$ cat src/rtl/core/cos_sim_pkg.sv
package cos_sim_pkg;

    localparam int ELEM_W     = 16;  // signed Q7.8 element
    localparam int SQ_W       = 44;  // sum of squares, unsigned Q28.16
    localparam int DOT_W      = 45;  // dot product, signed Q28.16
    localparam int SQR_P_W    = 31;  // one element squared
    localparam int DOT_P_W    = 32;  // one element product, signed
    localparam int HALF_W     = 23;  // operand slice of the shared multiplier
    localparam int MP_W       = 2 * HALF_W;
    localparam int PROD_W     = 90;  // norm product and squared dot product
    localparam int QUO_W      = 32;  // saturated quotient, radicand of the root
    localparam int ROOT_W     = 16;
    localparam int SIM_W      = 16;  // signed Q1.15
    localparam int CNT_W      = 5;

    localparam int MUL_STEPS  = 8;   // 4 partial products for each of two squares
    localparam int DIV_STEPS  = QUO_W;
    localparam int ROOT_STEPS = QUO_W / 2;

    // multiplier step code: bit 2 selects the operand pair, bits 1:0 the slices
    localparam int MSTEP_W    = 3;
    localparam int MSTEP_DOT  = 2;   // bit index: 0 = norm product, 1 = dot squared

    typedef struct packed {
        logic               accept;
        logic               start;
        logic               mul_go;
        logic [MSTEP_W-1:0] mul_step;
        logic               div_init;
        logic               div_step;
        logic               root_step;
        logic               out_load;
    } t_dp_cmd;

    typedef struct packed {
        logic last_pending;
        logic out_free;
    } t_dp_status;

endpackage

$ cat src/rtl/core/cos_sim_ctrl.sv
module cos_sim_ctrl (
    input  logic                    i_clk,
    input  logic                    i_rst_n,
    input  logic                    i_s_tvalid,
    input  cos_sim_pkg::t_dp_status i_status,
    output logic                    o_s_tready,
    output cos_sim_pkg::t_dp_cmd    o_cmd
);

    localparam logic [2:0] ST_ACC   = 3'd0;
    localparam logic [2:0] ST_MUL   = 3'd1;
    localparam logic [2:0] ST_FLUSH = 3'd2;
    localparam logic [2:0] ST_CMP   = 3'd3;
    localparam logic [2:0] ST_DIV   = 3'd4;
    localparam logic [2:0] ST_ROOT  = 3'd5;
    localparam logic [2:0] ST_DONE  = 3'd6;

    logic [2:0]                    r_state, n_state;
    logic [cos_sim_pkg::CNT_W-1:0] r_cnt, n_cnt;

    assign o_s_tready = (r_state == ST_ACC) && !i_status.last_pending;

    always_comb begin
        n_state        = r_state;
        n_cnt          = r_cnt;
        o_cmd          = '0;
        o_cmd.accept   = i_s_tvalid && o_s_tready;
        o_cmd.mul_step = r_cnt[cos_sim_pkg::MSTEP_W-1:0];
        unique case (r_state)
            ST_ACC: begin
                // last pair is folded in at this edge
                if (i_status.last_pending) begin
                    o_cmd.start = 1'b1;
                    n_cnt       = '0;
                    n_state     = ST_MUL;
                end
            end
            ST_MUL: begin
                o_cmd.mul_go = 1'b1;
                n_cnt        = r_cnt + 1'b1;
                if (r_cnt == cos_sim_pkg::CNT_W'(cos_sim_pkg::MUL_STEPS - 1)) begin
                    n_state = ST_FLUSH;
                end
            end
            ST_FLUSH: begin
                n_state = ST_CMP;
            end
            ST_CMP: begin
                o_cmd.div_init = 1'b1;
                n_cnt          = '0;
                n_state        = ST_DIV;
            end
            ST_DIV: begin
                o_cmd.div_step = 1'b1;
                n_cnt          = r_cnt + 1'b1;
                if (r_cnt == cos_sim_pkg::CNT_W'(cos_sim_pkg::DIV_STEPS - 1)) begin
                    n_cnt   = '0;
                    n_state = ST_ROOT;
                end
            end
            ST_ROOT: begin
                o_cmd.root_step = 1'b1;
                n_cnt           = r_cnt + 1'b1;
                if (r_cnt == cos_sim_pkg::CNT_W'(cos_sim_pkg::ROOT_STEPS - 1)) begin
                    n_state = ST_DONE;
                end
            end
            ST_DONE: begin
                if (i_status.out_free) begin
                    o_cmd.out_load = 1'b1;
                    n_state        = ST_ACC;
                end
            end
            default: begin
                n_state = ST_ACC;
            end
        endcase
    end

    always_ff @(posedge i_clk) begin
        if (!i_rst_n) begin
            r_state <= ST_ACC;
            r_cnt   <= '0;
        end else begin
            r_state <= n_state;
            r_cnt   <= n_cnt;
        end
    end

endmodule

$ cat config.mk
export PLATFORM = sky130hd
export DESIGN_NAME = cos_sim_ctrl
export DESIGN_NICKNAME = d
export VERILOG_FILES = /design/src/rtl/core/cos_sim_pkg.sv /design/src/rtl/core/cos_sim_ctrl.sv
export SDC_FILE = /design/constraint.sdc
export NUM_CORES = 1
export LEC_CHECK = 0
export BUFFER_PORTS_ARGS = -buffer_cell sky130_fd_sc_hd__buf_2
export CORE_AREA = 2 2 39 41
export CTS_BUF_LIST = sky130_fd_sc_hd__clkbuf_2 sky130_fd_sc_hd__clkbuf_4 sky130_fd_sc_hd__clkbuf_8
export CTS_CLUSTER_DIAMETER = 60
export CTS_CLUSTER_SIZE = 12
export DETAILED_ROUTE_END_ITERATION = 8
export DIE_AREA = 0 0 41 43
export GPL_TIMING_DRIVEN = 0
export HOLD_SLACK_MARGIN = 0.12
export PLACE_DENSITY = 0.69
export SLEW_MARGIN = 20
export SYNTH_ARGS = -nofsm -noshare
export SYNTH_HDL_FRONTEND = slang
export SYNTH_SLANG_ARGS = --single-unit
export TNS_END_PERCENT = 5
$ cat constraint.sdc
create_clock -name i_clk -period 2.7 [get_ports i_clk]
set_clock_uncertainty 0.05 [all_clocks]
set_input_delay 0.135 -clock i_clk [delete_from_list [all_inputs] [get_ports i_clk]]
set_output_delay 0.135 -clock i_clk [all_outputs]
set_load 0.005 [all_outputs]
Word level (Yosys, flattened, before mapping)
Index checks and enable logic that the tools add are counted.

cells by class
  add/sub/neg operators = 1
  equality and inequality tests = 14
  mux-type cells = 17
  reductions and logical operators = 8

operator list
  operator                                             number
  case mux 3 bit (7 select lines)                      1
  case mux 5 bit (4 select lines)                      1
  two-way mux 3 bit                                    5
  two-way mux 5 bit                                    2
  != test 2 bit, second input constant                 5
  equality test 3 bit, second input constant           3
  two-way mux 1 bit                                    8
  equality test 3 x 2 -> 1 bit, second input constant  2
  adder 5 x 1 -> 5 bit, second input constant          1
  equality test 5 x 3 -> 1 bit, second input constant  1
  equality test 5 x 4 -> 1 bit, second input constant  1
  equality test 5 bit, second input constant           1
  AND reduction 5 bit                                  1
  nonzero test 4 bit                                   1
  equality test 3 x 1 -> 1 bit, second input constant  1
  logical NOT 3 bit                                    1
  logical AND 1 bit                                    2
  AND reduction 2 bit                                  1
  OR reduction 2 bit                                   1
  logical NOT 1 bit                                    1

word-level totals
  flip-flop bits (word level) = 8
  output and inout bits = 11
  word-level logic and storage cells = 42

Depth between registers and ports, before layout
Gate-level depths: netlist of the first run.

  word-level depth = 4
  depth in mapped cells = 6
  depth with buffers taken out = 6

Least setup slack after synthesis of the first run
Ideal clock, no wire load.

  kind = flip-flop to flip-flop
  from = register r_cnt[0] (netlist bit)
  to = register r_cnt[3] (netlist bit)
  setup time = 0.074 ns
  data arrival time = 1.418 ns
  data required time = 2.576 ns
  setup slack = 1.158 ns
  cell stages (with the launch flop) = 7
  path buffers = 0
  clock period less this slack = 1.542 ns
  path through = dfxtp_1 -> ha_1 -> and3_1 -> ha_1 -> and2b_1 -> o2111ai_1 -> a31oi_1

on the way
  cells in the longest elaborated chain, start to end = 3

RTL lines
  what                                                                line                RTL
  start, declared                                                     cos_sim_ctrl.sv:19  logic [cos_sim_pkg::CNT_W-1:0] r_cnt, n_cnt;
  start signal, assigned                                              cos_sim_ctrl.sv:86  r_cnt <= n_cnt;
  adder 5 x 1 -> 5 bit / equality test 5 bit (equally long branches)  n/a
  two-way mux 5 bit                                                   cos_sim_ctrl.sv:56  if (r_cnt == cos_sim_pkg::CNT_W'(cos_sim_pkg::DIV_STEPS - 1)) begin
  case mux 5 bit (4 select lines) *                                   cos_sim_ctrl.sv:29  unique case (r_state)

Every way passes the cells marked *; elsewhere a longest branch is shown, timed or not.
A chain may end at the register's enable or synchronous reset.

Final worst setup path of the first run
Same ends and word-level chain as after synthesis.

==> flow_metrics.env, run 1 <==
export IMPL_placement_rows=14
export IMPL_drt_iter0_drc=20
export IMPL_synth_simple_area_share_pct=33.0
export IMPL_placement_cell_area_um2=691
export IMPL_tritoncts="done"
export IMPL_ys_async_sr_fraction_pct=0
export IMPL_startpoint_type="register"
export IMPL_seq_power_share_pct=48.3
export IMPL_share_of_the_synthesized_netlist_area_taken_by_xor_and_xnor_gates_pct=0
export IMPL_post_cts_buffers=0
export IMPL_cp_end_kind="register"
export IMPL_post_route_min_period_ps=1700
export IMPL_drt_wl_total_um=1280
export IMPL_insertion_delay_ps=270
export IMPL_synth_top_cell_by_area="dfxtp_1"
export IMPL_syn_inst=73
export IMPL_fp_dieArea_um2=1760
export IMPL_clkSlewWorstSetupHoldPaths_ps=60
export IMPL_critical_path_arrival_ps=1790
export IMPL_synthesis_area_per_instance_um2=8.16
export IMPL_worst_slew_margin_rel_pct=85.1
export IMPL_synth_top_family_by_area="simple AND/OR/NAND/NOR gates"
export IMPL_via_count=595
export IMPL_post_route_util_pct=52.3
export IMPL_numPortBuffers=15
export IMPL_initial_core_utilization_pct=43.0
export IMPL_yosys_most_used_dff="dfxtp_1"
export IMPL_synth_cell_types=33
export IMPL_final_hold_violation_count=0
export IMPL_numCtsBuffers=3
export IMPL_tightest_slew_ps=220
export IMPL_power_share_switching_pct=25.8
export IMPL_drt_antenna_violating_nets=0
export IMPL_synth_yosys_seq_area_share_pct=26.9
export IMPL_placed_wire_length_estimate_um=924
export IMPL_timing_final_setup_violations=0
export IMPL_drcViolationCount=0
export IMPL_design_power_total_mw=0.255
export IMPL_final_design_area_no_fill_um2=723
export IMPL_synth_seq_cells=8
export IMPL_number_of_violations_of_the_max_capacitance_limit=0
export IMPL_min_path_type="primary input to register"
export IMPL_run_status="finished, final reports clean"
export IMPL_final_clock_period_utilization_by_the_worst_path_pct=63.1
export IMPL_routabilityCongestion=0.774
export IMPL_insertedDiodeCount=0
export IMPL_antenna_found_initial=0
export IMPL_dieWidth_um=41
export IMPL_worst_endpoint_required_ps=2790
export IMPL_viasPerCell=5.51
export IMPL_io_pins=16
export IMPL_detail_route_first_pass_iterations=4
export IMPL_grt_usage_pct=17.7
export IMPL_avgRoutedWirePerCell_um=11.8
export IMPL_syn_area_um2=596
export IMPL_clkSinkCount=8
export IMPL_grt_start_max_net_pins=11
export IMPL_hold_buffers=1
export IMPL_internal_power_mw=0.189
export IMPL_static_leakage_power_nw=0.333
export IMPL_part_of_the_total_power_dissipated_in_the_clock_network_pct=37.5
export IMPL_synth_area_leaders="dfxtp_1 27%, buf_4 6.3%, ha_1 6.3%"
export IMPL_final_nets=102
export IMPL_grt_first_pass_wirelength_um=2080
export IMPL_fin_worst_hold_slack_ps=186
export IMPL_synth_fa_ha_area_share_pct=6.30
export IMPL_areaGrowthSynthToFinish_pct=21.4
export IMPL_core_box_area_um2=1380
export IMPL_report_final_slew_viol_count=0
export IMPL_power_density_cell_area_nw_per_um2=353
export IMPL_grt_setup_unrepaired="no"
export IMPL_globalRoute_totalOverflow=0
export IMPL_layout_cells_most_common_list="17 x buf_2, 8 x dfxtp_1, 5 x nor2_1, 5 x buf_4, 5 x nand3_1"
export IMPL_cts_buffer_depth=2
export IMPL_synth_compound_area_share_pct=22.7
export IMPL_timing_setup_tns_ps=0
export IMPL_share_comb_of_total_power_pct=14.2
export IMPL_power_ir_vdd_worst_uv=195
export IMPL_proportion_of_layout_cells_with_a_drive_suffix_above_1_pct=32.6
export IMPL_synth_mux_area_share_pct=0
export IMPL_clockRootBuffer="clkbuf_4"
export IMPL_final_common_cell="buf_2"
export IMPL_synthesis_nets=81
export IMPL_synthesis_yosys_warnings=0
export IMPL_crit_type="register to register"
export IMPL_critical_path_max_fanout=6
export IMPL_cts_repair_resize_count=0
export IMPL_synth_enable_flop_cells=0
export IMPL_switchingPower_mw=0.0659
export IMPL_max_freq_mhz=587
export IMPL_die_height_um=43
export IMPL_via_count_of_the_first_global_routing_pass=482
export IMPL_cts_max_level=1
export IMPL_synth_top_cell_area_share_pct=26.9
[flip-flops by register name, indices dropped and copies added (netlist names)]
name and cells:
r_state 3, r_cnt 5
[cells by family after synthesis]
family          after synthesis
simple gates                 32
compound gates               18
buf+inv                      12
flops                         8
fa+ha+maj                     3
[final timing paths]
kind	from	end	slack, ps	depth (start not counted)
worst max-delay path	r_cnt[0]	r_cnt[3]	1000	6
worst min-delay path	i_status[0]	r_state[1]	190	4
worst max register to register	r_cnt[0]	r_cnt[3]	1000	6
worst min register to register	r_cnt[1]	r_cnt[1]	470	2
[power groups by stage]
stage	registers, mW	logic (mW)	clock network [mW]
after floorplan	0.125	0.0218	0
after global placement	0.126	0.0352	0
after detailed placement	0.126	0.0349	0
after CTS	0.123	0.0362	0.0999
after global routing	0.124	0.0404	0.104
final	0.123	0.0362	0.0956
[metal layers]
layer  track usage, %  vias to the layer above  routed length, um
met2             24.4                       22                580
met3             7.85                        4                 99
met1             21.3                      263                566
met5                0                        -                  0
met4             11.3                        0                 31
li1                 -                      306                  -
[worst max-delay path: stages (launching register included)]
cell	delay, ps
dfxtp_1	410
ha_1	230
and3_1	200
ha_1	160
and2b_1	230
o2111ai_1	210
a31oi_1	100
[per-stage QoR]
stage / setup slack (ps) / cells
3_3_place_gp: 1000 / 104
3_5_place_dp: 998 / 104
5_1_grt: 833 / 108
4_1_cts: 984 / 108
2_1_floorplan: 1160 / 73
6_report: 997 / 108
[cells in the mapped netlist (3+ instances only)]
| cell | number |
|---|---|
| dfxtp_1 | 8 |
| buf_4 | 5 |
| nand3_1 | 5 |
| nor2_1 | 5 |
| inv_1 | 4 |
| a21oi_1 | 3 |
| and2_1 | 3 |
| ha_1 | 3 |
| nand2_1 | 3 |
| o211ai_1 | 3 |
| o21ai_1 | 3 |
[cell type report]
cell class | instances | area (um^2)
buffer | 7 | 47.5
multi-input combinational | 53 | 369
sequential | 8 | 160
fill | 126 | 661
inverter | 5 | 18.8
tap | 16 | 20.0
clock buffer | 3 | 22.5
timing repair buffer | 16 | 85.1
Note: power is estimated with default switching activity, not from simulation.
==> inputs of run 2 (changes only) <==
--- a/config.mk
+++ b/config.mk
@@ -5,6 +5,7 @@
 export SDC_FILE = /design/constraint.sdc
 export NUM_CORES = 1
 export LEC_CHECK = 0
+export ABC_AREA = 1
 export BUFFER_PORTS_ARGS = -buffer_cell sky130_fd_sc_hd__buf_2
 export CORE_AREA = 2 2 39 41
 export CTS_BUF_LIST = sky130_fd_sc_hd__clkbuf_2 sky130_fd_sc_hd__clkbuf_4 sky130_fd_sc_hd__clkbuf_8
@@ -14,7 +15,7 @@
 export DIE_AREA = 0 0 41 43
 export GPL_TIMING_DRIVEN = 0
 export HOLD_SLACK_MARGIN = 0.12
-export PLACE_DENSITY = 0.69
+export PLACE_DENSITY = 0.72
 export SLEW_MARGIN = 20
 export SYNTH_ARGS = -nofsm -noshare
 export SYNTH_HDL_FRONTEND = slang
==> constraint.sdc (replaced) <==
create_clock -name i_clk -period 1.7 [get_ports i_clk]
set_clock_uncertainty 0.05 [all_clocks]
set_input_delay 0.085 -clock i_clk [delete_from_list [all_inputs] [get_ports i_clk]]
set_output_delay 0.085 -clock i_clk [all_outputs]
set_load 0.005 [all_outputs]
==> run 2 against run 1 <==
Sequential power rose by 100%. First-iteration DRC count decreased by 10%. Sequential share of layout area fell by 1.5 points. Routed wire length is 0.16% lower. Clock-buffer cell count unchanged. Register-to-register slack lost 920 ps. Design area grew 11%. Largest power group is now combinational cells. Critical path type unchanged. Global-route usage shrank 1.5 points. Highest routed layer is now met3. Clock power up 53%. Cell count increased by 22%. Power rose to 3.0 times the previous value. Non-clock buffer count stayed put.
==> flow_metrics.env, run 2 <==
export IMPL_timing_final_setup_violations=0
export IMPL_core_box_area_um2=1380
export IMPL_ys_async_sr_fraction_pct=0
export IMPL_worst_endpoint_required_ps=1800
export IMPL_dieWidth_um=41
export IMPL_final_common_cell="inv_1"
export IMPL_synth_cell_types=25
export IMPL_insertedDiodeCount=0
export IMPL_synth_area_leaders="dfxtp_1 25%, inv_1 11%, nand2_1 8.8%"
export IMPL_instances_no_fill=132
export IMPL_final_nets=126
export IMPL_min_path_type="primary input to register"
export IMPL_synth_seq_cells=8
export IMPL_proportion_of_layout_cells_with_a_drive_suffix_above_1_pct=40.5
export IMPL_grt_usage_pct=16.2
export IMPL_busiest_layer_in_global_routing="met2"
export IMPL_tritoncts="done"
export IMPL_drt_antenna_violating_nets=0
export IMPL_final_hold_violation_count=0
export IMPL_yosys_cell_count_top_type="inv_1"
export IMPL_worst_slew_margin_rel_pct=82.0
export IMPL_static_leakage_power_nw=0.428
export IMPL_insertion_delay_ps=260
export IMPL_worst_r2r_startpoint="r_cnt[0]"
export IMPL_areaGrowthSynthToFinish_pct=24.6
export IMPL_largest_register_ffs=5
export IMPL_num_fill_cells=154
export IMPL_synth_yosys_seq_area_share_pct=25.0
export IMPL_clkSinkCount=8
export IMPL_run_status="finished, final reports clean"
export IMPL_placement_rows=14
export IMPL_syn_area_um2=642
export IMPL_synthesis_yosys_warnings=0
export IMPL_max_freq_mhz=616
export IMPL_crit_type="register to register"
export IMPL_drcViolationCount=0
export IMPL_post_synth_most_frequent_cells="19 x inv_1, 15 x nand2_1, 12 x nor2_1, 8 x dfxtp_1, 6 x nor2_2"
export IMPL_via_count_of_the_first_global_routing_pass=476
export IMPL_globalRoute_totalOverflow=0
export IMPL_synthesis_area_per_instance_um2=6.76
export IMPL_initial_core_utilization_pct=46.4
export IMPL_synth_top_cell_by_area="dfxtp_1"
export IMPL_worst_hold_startpoint="i_status[1]"
export IMPL_report_final_slew_viol_count=0
export IMPL_die_height_um=43
export IMPL_io_pins=16
export IMPL_final_clock_period_utilization_by_the_worst_path_pct=95.6
export IMPL_use_met3_pct=9.42
export IMPL_via_count=612
export IMPL_clockRootBuffer="clkbuf_4"
export IMPL_registers_with_the_most_flip_flops="r_cnt (5), r_state (3)"
export IMPL_drt_iter0_drc=18
export IMPL_final_design_area_no_fill_um2=800
export IMPL_cp_end_kind="register"
export IMPL_placed_wire_length_estimate_um=982
export IMPL_grt_first_pass_wirelength_um=1900
export IMPL_yosys_most_used_dff="dfxtp_1"
export IMPL_fp_dieArea_um2=1760
export IMPL_startpoint_type="register"
export IMPL_numCtsBuffers=3
export IMPL_drt_wl_total_um=1280
export IMPL_antenna_found_initial=0
export IMPL_cts_max_level=1
export IMPL_power_ir_vdd_worst_uv=562
export IMPL_placement_cell_area_um2=737
export IMPL_synth_enable_flop_cells=0
export IMPL_cts_buffer_depth=2
export IMPL_layout_cells_most_common_list="19 x inv_1, 15 x buf_2, 14 x nand2_1"
export IMPL_detail_route_first_pass_iterations=4
export IMPL_synth_top_cell_area_share_pct=25.0
export IMPL_critical_path_arrival_ps=1720
export IMPL_top_register="r_cnt"
export IMPL_tightest_slew_ps=271
export IMPL_clkSlewWorstSetupHoldPaths_ps=60
export IMPL_grt_met2_use_pct=23.8
export IMPL_power_density_cell_area_nw_per_um2=949
export IMPL_dp_cells=126
export IMPL_syn_inst=95
export IMPL_grtUsageMet1_pct=19.8
export IMPL_viasPerCell=4.64
export IMPL_number_of_violations_of_the_max_capacitance_limit=0
export IMPL_grt_start_max_net_pins=10
export IMPL_synthesis_nets=103
export IMPL_routabilityCongestion=0.825
export IMPL_avgRoutedWirePerCell_um=9.67
export IMPL_critical_path_max_fanout=5
export IMPL_timing_setup_tns_ps=0
export IMPL_critical_path_startpoint="r_cnt[0]"
export IMPL_post_route_min_period_ps=1620
export IMPL_numPortBuffers=15
run 2: changes by cell type after synthesis, sizes merged, moves of 2 or more:
cell,previous run,this run
and2,3,0
and3,2,0
buf,7,5
inv,5,21
nand2,3,17
nand2b,2,0
nand3,5,8
nand4,0,2
nor2,5,20
nor2b,2,0
o211ai,3,0
run 2: per-layer routing:
metal	vias to the layer above	part of all wire [%]	routed length, um
met1	270	43	552
met2	10	52	665
li1	332	-	-
met3	0	4.5	58
met4	0	0	0
met5	-	0	0
run 2: what timing repair did:
action	in CTS	in global routing
hold endpoints to repair	2	0
pin swaps	0	1
cloned	0	0
buffers inserted	0	1
setup endpoints to repair	1	3
hold buffers	2	0
gates resized for setup	1	5
run 2: cells by family after synthesis:
| family | synth area share (%) |
|---|---|
| DFF | 25.0 |
| AOI/OAI and AO/OA | 7.60 |
| adders and majority gates | 5.85 |
| xor gates and xnor gates | 1.36 |
| buffers and inverters | 19.7 |
| and+or+nand+nor | 40.5 |
run 2: per-stage QoR:
stage | setup WS, ps | total power [mW] | util [%] | hold WS, ps
detailed placement | 12.1 | 0.611 | 53.3 | 317
finish | 75.5 | 0.759 | 57.8 | 286
CTS | 20.4 | 0.766 | 56.4 | 289
floorplan | 183 | 0.521 | - | 174
global route | -42.7 | 0.822 | 57.8 | 311
global placement | 22.8 | 0.604 | 53.3 | 311
run 2: final cells by class:
class / instances / area (um^2) / area share, %
multi-input cells: 61 / 363 / 45.4
flip-flops and latches: 8 / 165 / 20.7
repair buffers: 18 / 103 / 12.8
inverters: 21 / 81.3 / 10.2
plain buffers: 5 / 45.0 / 5.63
clock buffers: 3 / 22.5 / 2.82
well taps: 16 / 20.0 / 2.50
run 2: worst max-delay path: stages, from the launching register on:
cell,delay [ps]
dfxtp_4,360
ha_2,180
nand2_2,80
nor2_2,150
ha_1,160
inv_1,60
nand3_2,80
nand2_2,60
nor2_2,140
nand4_1,100
nand2_1,70
inv_1,30
run 2: report_power, final:
part | internal (mW) | switching, mW
logic | 0.153 | 0.211
registers | 0.220 | 0.0283
clock network | 0.0809 | 0.0655
run 2: final timing paths:
check,to,slack (ps),cells after the start
setup reg to reg,r_state[2],80,11
setup / recovery,r_state[2],80,11
hold reg to reg,r_cnt[3],420,2
hold / removal,r_cnt[1],290,6
==> inputs of run 3 (changes only) <==
--- a/config.mk
+++ b/config.mk
@@ -13,9 +13,8 @@
 export CTS_CLUSTER_SIZE = 12
 export DETAILED_ROUTE_END_ITERATION = 8
 export DIE_AREA = 0 0 41 43
-export GPL_TIMING_DRIVEN = 0
 export HOLD_SLACK_MARGIN = 0.12
-export PLACE_DENSITY = 0.72
+export PLACE_DENSITY = 0.73
 export SLEW_MARGIN = 20
 export SYNTH_ARGS = -nofsm -noshare
 export SYNTH_HDL_FRONTEND = slang
==> run 3 against run 2 <==
Combinational power shrank 7.7%. Fmax grew 2.1%. Sequential cell count is the same. Sequential power grew 8.9%. Via count shrank 0.33%. Design area shrank 1.4%. Core utilization shrank 0.81 points. Sequential share of layout area shrank 0.18 points. Critical path depth is the same. Clock power is essentially flat. Largest cell class unchanged. Largest power group unchanged.
==> flow_metrics.env, run 3 (synthesis results as in run 2) <==
export IMPL_final_common_cell="inv_1"
export IMPL_initial_core_utilization_pct=46.4
export IMPL_numPortBuffers=15
export IMPL_antenna_found_initial=0
export IMPL_registers_with_the_most_flip_flops="r_cnt (5), r_state (3)"
export IMPL_insertion_delay_ps=260
export IMPL_switchingPower_mw=0.312
export IMPL_largest_register_ffs=5
export IMPL_post_route_min_period_ps=1590
export IMPL_routabilityCongestion=0.834
export IMPL_seq_power_share_pct=35.9
export IMPL_run_status="finished, final reports clean"
export IMPL_startpoint_type="register"
export IMPL_grt_usage_pct=16.2
export IMPL_num_fill_cells=138
export IMPL_final_hold_violation_count=0
export IMPL_clkSlewWorstSetupHoldPaths_ps=60
export IMPL_number_of_violations_of_the_max_capacitance_limit=0
export IMPL_clkSinkCount=8
export IMPL_tritoncts="done"
export IMPL_static_leakage_power_nw=0.407
export IMPL_crit_type="register to register"
export IMPL_share_comb_of_total_power_pct=44.8
export IMPL_placement_rows=14
export IMPL_drt_antenna_violating_nets=0
export IMPL_grt_setup_unrepaired="no"
export IMPL_critical_path_max_fanout=3
export IMPL_report_final_slew_viol_count=0
export IMPL_instances_no_fill=129
export IMPL_placed_wire_length_estimate_um=957
export IMPL_internal_power_mw=0.439
export IMPL_globalRoute_totalOverflow=0
export IMPL_drcViolationCount=0
export IMPL_grt_start_max_net_pins=10
export IMPL_min_path_type="primary input to register"
export IMPL_post_route_util_pct=57.0
export IMPL_tightest_slew_ps=474
export IMPL_power_share_switching_pct=41.6
export IMPL_io_pins=16
export IMPL_worst_hold_startpoint="i_status[1]"
export IMPL_dieWidth_um=41
export IMPL_critical_path_startpoint="r_cnt[0]"
export IMPL_max_freq_mhz=628
export IMPL_via_count=610
export IMPL_viasPerCell=4.73
export IMPL_cts_buffer_depth=2
export IMPL_design_power_total_mw=0.751
export IMPL_dp_cells=123
export IMPL_drt_iter0_drc=3
export IMPL_grt_first_pass_wirelength_um=1920
export IMPL_cp_end_kind="register"
export IMPL_avgRoutedWirePerCell_um=9.59
export IMPL_fp_dieArea_um2=1760
export IMPL_core_box_area_um2=1380
export IMPL_via_count_of_the_first_global_routing_pass=531
export IMPL_final_clock_period_utilization_by_the_worst_path_pct=93.6
export IMPL_worst_r2r_startpoint="r_cnt[0]"
export IMPL_proportion_of_layout_cells_with_a_drive_suffix_above_1_pct=38.9
export IMPL_cpPeakStageDelay_ps=370
export IMPL_power_density_cell_area_nw_per_um2=953
export IMPL_die_height_um=43
export IMPL_power_ir_vdd_worst_uv=561
export IMPL_numCtsBuffers=3
export IMPL_layout_cells_most_common_list="19 x inv_1, 15 x buf_2, 14 x nand2_1"
export IMPL_top_register="r_cnt"
export IMPL_part_of_the_total_power_dissipated_in_the_clock_network_pct=19.3
export IMPL_final_nets=123
export IMPL_timing_critical_path_slowest_stage_cell="dfxtp_1"
export IMPL_critical_path_arrival_ps=1690
export IMPL_timing_final_setup_violations=0
export IMPL_areaGrowthSynthToFinish_pct=22.8
export IMPL_drt_wl_total_um=1240
export IMPL_detail_route_first_pass_iterations=4
export IMPL_fin_worst_hold_slack_ps=285
export IMPL_timing_setup_tns_ps=0
export IMPL_critical_path_cell_chain="ha_4 > nand2_2 > nor2_4 > ha_2 > inv_1 > nand3_2 > nand2_2 > nor2_4 > nand4_1 > nand2_1 > inv_1"
export IMPL_insertedDiodeCount=0
export IMPL_cts_max_level=1
export IMPL_worst_slew_margin_rel_pct=68.4
export IMPL_clockRootBuffer="clkbuf_4"
export IMPL_worst_endpoint_required_ps=1800
[run 3: worst paths after layout]
check	to	slack (ps)	cells after the start
worst max-delay path	r_state[2]	110	11
worst max register to register	r_state[2]	110	11
worst min register to register	r_cnt[3]	440	2
worst min-delay path	r_cnt[1]	290	6
[run 3: metal layers]
layer	share of wire, %	vias up	global-route usage, %
met3	4.6	0	9.42
met2	51	9	25.6
met1	44	279	18.2
met4	0	0	3.33
met5	0	-	0
li1	-	322	-
[run 3: layout make-up]
cell class              instances  area (um^2)  share of cell area, %
well taps                      16         20.0                   2.54
inverters                      21         81.3                   10.3
repair buffers                 20          118                   14.9
clock buffers                   3         22.5                   2.86
flip-flops and latches          8          161                   20.5
multi-input cells              61          385                   48.9
[run 3: worst max-delay path, delay by kind of cell, from the launching register on]
| kind | cells | cell delay (ps) |
|---|---|---|
| fa+ha+maj | 2 | 310 |
| buf+inv | 2 | 80 |
| flops | 1 | 370 |
| simple gates | 7 | 660 |
[run 3: power groups by stage]
stage	clock, mW	sequential [mW]	combinational (mW)
global route	0.161	0.275	0.375
CTS	0.150	0.263	0.320
detailed placement	0	0.268	0.315
finish	0.145	0.270	0.336
global placement	0	0.267	0.312
floorplan	0	0.242	0.279
[run 3: repair_timing]
action                                  4_1_cts  5_1_grt
hold endpoints to repair                      2        0
resized for setup                             0        8
endpoints found under the setup margin        0        3
buffers inserted                              0        1
hold buffers                                  2        0
[run 3: stage by stage]
step | setup WS [ps] | instance area [um^2]
global route | 10.8 | 788
CTS | 35.8 | 749
detailed placement | 55.2 | 707
global placement | 61.8 | 707
floorplan | 183 | 642
finish | 109 | 788
